**config.mk**
```make
export PLATFORM = sky130hd
export DESIGN_NAME = ffrq_cell
export DESIGN_NICKNAME = d
export VERILOG_FILES = /design/src/rtl/ffrq_pkg.sv /design/src/rtl/ffrq_cell.sv
export SDC_FILE = /design/constraint.sdc
export NUM_CORES = 1
export LEC_CHECK = 0
export ABC_AREA = 1
export CAP_MARGIN = 20
export CORE_AREA = 2 2 228 230
export CTS_CLUSTER_DIAMETER = 40
export DETAILED_ROUTE_END_ITERATION = 12
export DIE_AREA = 0 0 230 232
export DONT_BUFFER_PORTS = 1
export GPL_TIMING_DRIVEN = 0
export MAX_ROUTING_LAYER = met4
export SETUP_SLACK_MARGIN = 0.3
export SKIP_LAST_GASP = 1
export SYNTH_ARGS = -nofsm -noshare
export SYNTH_HDL_FRONTEND = slang
export SYNTH_SLANG_ARGS = --single-unit
```
**constraint.sdc**
```tcl
create_clock -name clock -period 7.4 [get_ports clock]
set_input_delay 1.48 -clock clock [delete_from_list [all_inputs] [get_ports clock]]
set_output_delay 1.48 -clock clock [all_outputs]
set_load 0.03 [all_outputs]
```
**src/rtl/ffrq_pkg.sv**
```systemverilog
// shared types and codes for the frame fenced release queue
package ffrq_pkg;

   localparam int DEFAULT_TABLE_DEPTH = 32;
   localparam logic [3:0] FIF_RESET = 4'd2;

   localparam logic [1:0] OP_RETIRE  = 2'd0;
   localparam logic [1:0] OP_COLLECT = 2'd1;
   localparam logic [1:0] OP_QUERY   = 2'd2;

   localparam logic [2:0] RK_ACCEPTED = 3'd0;
   localparam logic [2:0] RK_FULL     = 3'd1;
   localparam logic [2:0] RK_NULL     = 3'd2;
   localparam logic [2:0] RK_RELEASE  = 3'd3;
   localparam logic [2:0] RK_DONE     = 3'd4;
   localparam logic [2:0] RK_QUERY    = 3'd5;

   typedef struct packed {
      logic        kind;
      logic [63:0] handle;
      logic [63:0] memory;
      logic [63:0] frame;
   } entry_type;

   typedef struct packed {
      logic shift;
      logic load;
   } cell_ctl_type;

endpackage

```
**src/rtl/ffrq_cell.sv**
```systemverilog
// one table slot: loads a new entry or takes its upper neighbor's entry
module ffrq_cell import ffrq_pkg::*; #(
   parameter int IDX_W = 5,
   parameter int CELL_INDEX = 0
) (
   input  logic             clock,
   input  cell_ctl_type     ctl,
   input  logic [IDX_W-1:0] load_idx,
   input  entry_type        load_data,
   input  entry_type        next_data,
   output entry_type        data
);

   entry_type data_ff;
   entry_type data_in;

   always_comb begin
      data_in = data_ff;
      if (ctl.load && (load_idx == IDX_W'(CELL_INDEX))) begin
         data_in = load_data;
      end else if (ctl.shift) begin
         data_in = next_data;
      end
   end

   always_ff @(posedge clock) begin
      data_ff <= data_in;
   end

   assign data = data_ff;

endmodule

```
==> metrics.md <==
| Metric | Value |
|---|---|
| Clock Sinks | 193 |
| Worst Setup Start Kind | input port |
| Synth top area cells | edfxtp_1 (65%), nand2_1 (16%), nand4_1 (14%) |
| Mapped Area | 8889 sq um |
| TritonCTS clock tree | built |
| Vias | 7107 |
| CTS Hold Bufs | 0 |
| Cells after Synth | 863 |
| Drt first pass iters | 5 |
| Initial Util | 0.1747 |
| Area Growth Syn to Fin | 16.91% |
| Max Freq | 0.2786 GHz |
| Fillers | 5551 |
| # rows | 83 |
| Root buffer cell | clkbuf_16 |
| Inserted Clock Buffers | 17 |
| Clk pin slew, worst setup/hold paths | 0.08 ns |
| # IOs | 587 |
| Final hold vios | 0 |
| Clk buf depth | 2 |
| Routability cong. | 0.9880 |
| WP buf/inv | 3 |
| Post-layout min period | 3.590 ns |
| Post-CTS Resized | 0 |
| Rel. slew slack | 0.3533 |
| Overall power | 2.676 mW |
| Finish-stage setup viols | 0 |
| Slew Limit Fails | 0 |
| Die ar. | 53360 sq um |
| Layout cells sized above 1 | 0.1159 |
| CP delay by family, top | simple AND/OR/NAND/NOR gates |
| Placed Instances | 1545 |
| Max reg flops | 193 |
| GRT Util Overall | 0.1499 |
| Number of synthesized register bits | 193 |
| Syn nets | 1257 |
| Port Buffers | 0 |
| Slowest stage cell, crit path | nand2_4 |
| Peak supply drop | 0.1607 mV |
| Antenna Nets Post-Route | 0 |
| Final period util | 0.4851 |
| Drt drc | 0 |
| Post-Syn Area per Cell | 10.30 sq um |
| Crit-path max cell delay | 0.64 ns |
| Pwr Density | 257.5 nW/um^2 |
| DR iter-0 viols | 567 |
| WS Path Type | in2reg |
| Pleak | 4.110 nW |
| Post-DP HPWL | 32720 um |
| Global-route wire length before repair | 53030 um |
| Routed len/inst | 25.40 um |
| Yosys top cell area share | 0.6520 |
| Status | finished clean |
| GRT Residual Overflow | 0 |
| CP Data Arrival Time | 3.73 ns |
| Vias per Instance | 4.484 |
| Synth warn | 0 |
| Worst path most repeated cell | buf_2 |
| Netlist cell types | 9 |
| Max-cap violation count | 0 |
| Die Width | 230 um |
| Final net count | 1278 |
| Total wire length | 40260 um |
| Largest net degree at the start of global routing | 70 |
| Crit. End Element | flop |
| Critical-path maximum fanout | 69 |
| Antenna violations before repair | 16 |
| # H-tree levels | 4 |
| RSZ-0062 raised after global routing | no |
| CORE AREA | 50890 sq um |
| Post-synthesis sequential area ratio | 0.6520 |
| CP Cell Sequence | nor2_1, nand3_1, buf_2, buf_2, nand2_4, buf_16 |
| Worst path required time | 7.54 ns |
| Worst slew pin tran | 0.9701 ns |
| Worst hold path class | in2reg |
| Post-CTS setup buffer count | 0 |
| Vias in the first global route | 7197 |
| Synth area leader | edfxtp_1 |
| Finished Layout Cells | 1585 |
| TNS Setup | 0 ns |
| Die height | 232 um |
==> cell usage in the layout (no fill, tap or decap), types with 3 or more instances in the layout <==
cell type	netlist	final
buf_2	71	71
clkbuf_1	13	15
diode_2	0	8
clkinv_4	0	3
edfxtp_1	193	193
nand4_1	193	193
nand2_1	387	386
clkbuf_16	0	17
==> worst paths after layout <==
kind	from	slack, ns	cells past startpoint	to
setup / recovery	load_idx[1]	3.81	6	data[77]$_DFFE_PP_
hold / removal	next_data[111]	1.19	2	data[111]$_DFFE_PP_
==> final cells by class <==
| type | instances | area, sq um | area share |
|---|---|---|---|
| Antenna cell | 8 | 20.02 | 0.001927 |
| Clock inverter | 13 | 136.4 | 0.01312 |
| Buffer | 84 | 404.1 | 0.03889 |
| Multi-Input combinational cell | 584 | 2689 | 0.2588 |
| Tap cell | 680 | 850.8 | 0.08188 |
| Clock buffer | 19 | 432.9 | 0.04166 |
| Inverter | 2 | 7.507 | 0.0007225 |
| Sequential cell | 193 | 5796 | 0.5577 |
| Timing Repair Buffer | 2 | 55.05 | 0.005298 |
==> routing by layer <==
layer,wire (um),global-route usage,part of all wire
met5,0,-,0
met3,4176,0.06422,0.10
met1,13850,0.1426,0.34
met4,1826,0.08266,0.045
met2,20410,0.2559,0.51
==> logic make-up after synthesis <==
kind of cell           count (synthesis)  share of synthesized area
AND/OR/NAND/NOR                      584                     0.3017
buffers and inverters                 86                    0.04631
flip-flops                           193                     0.6520
==> synth_stat cells, drive strengths merged <==
cell and number:
nand3 1, nand4 193, edfxtp 193, nand2 387, nor2 3, buf 71, inv 2, clkbuf 13
==> where the power goes <==
group / internal, mW / switching [mW]
clock: 0.497 / 0.440
combinational: 0.0459 / 0.130
sequential: 1.32 / 0.242
==> through the flow <==
stage | instance area [sq um] | utilization | hold slack (ns) | setup WS, ns
after CTS | 10370 | 0.2038 | 1.128 | 3.827
after detailed placement | 9802 | 0.1926 | 1.675 | 3.281
final | 10390 | 0.2042 | 1.190 | 3.810
after global placement | 9739 | 0.1914 | 1.670 | -2.002
after global routing | 10390 | 0.2042 | 1.147 | 3.641
after floorplan | 8889 | - | 1.666 | 0.5261
No activity file was read; power rests on OpenSTA's default activity.
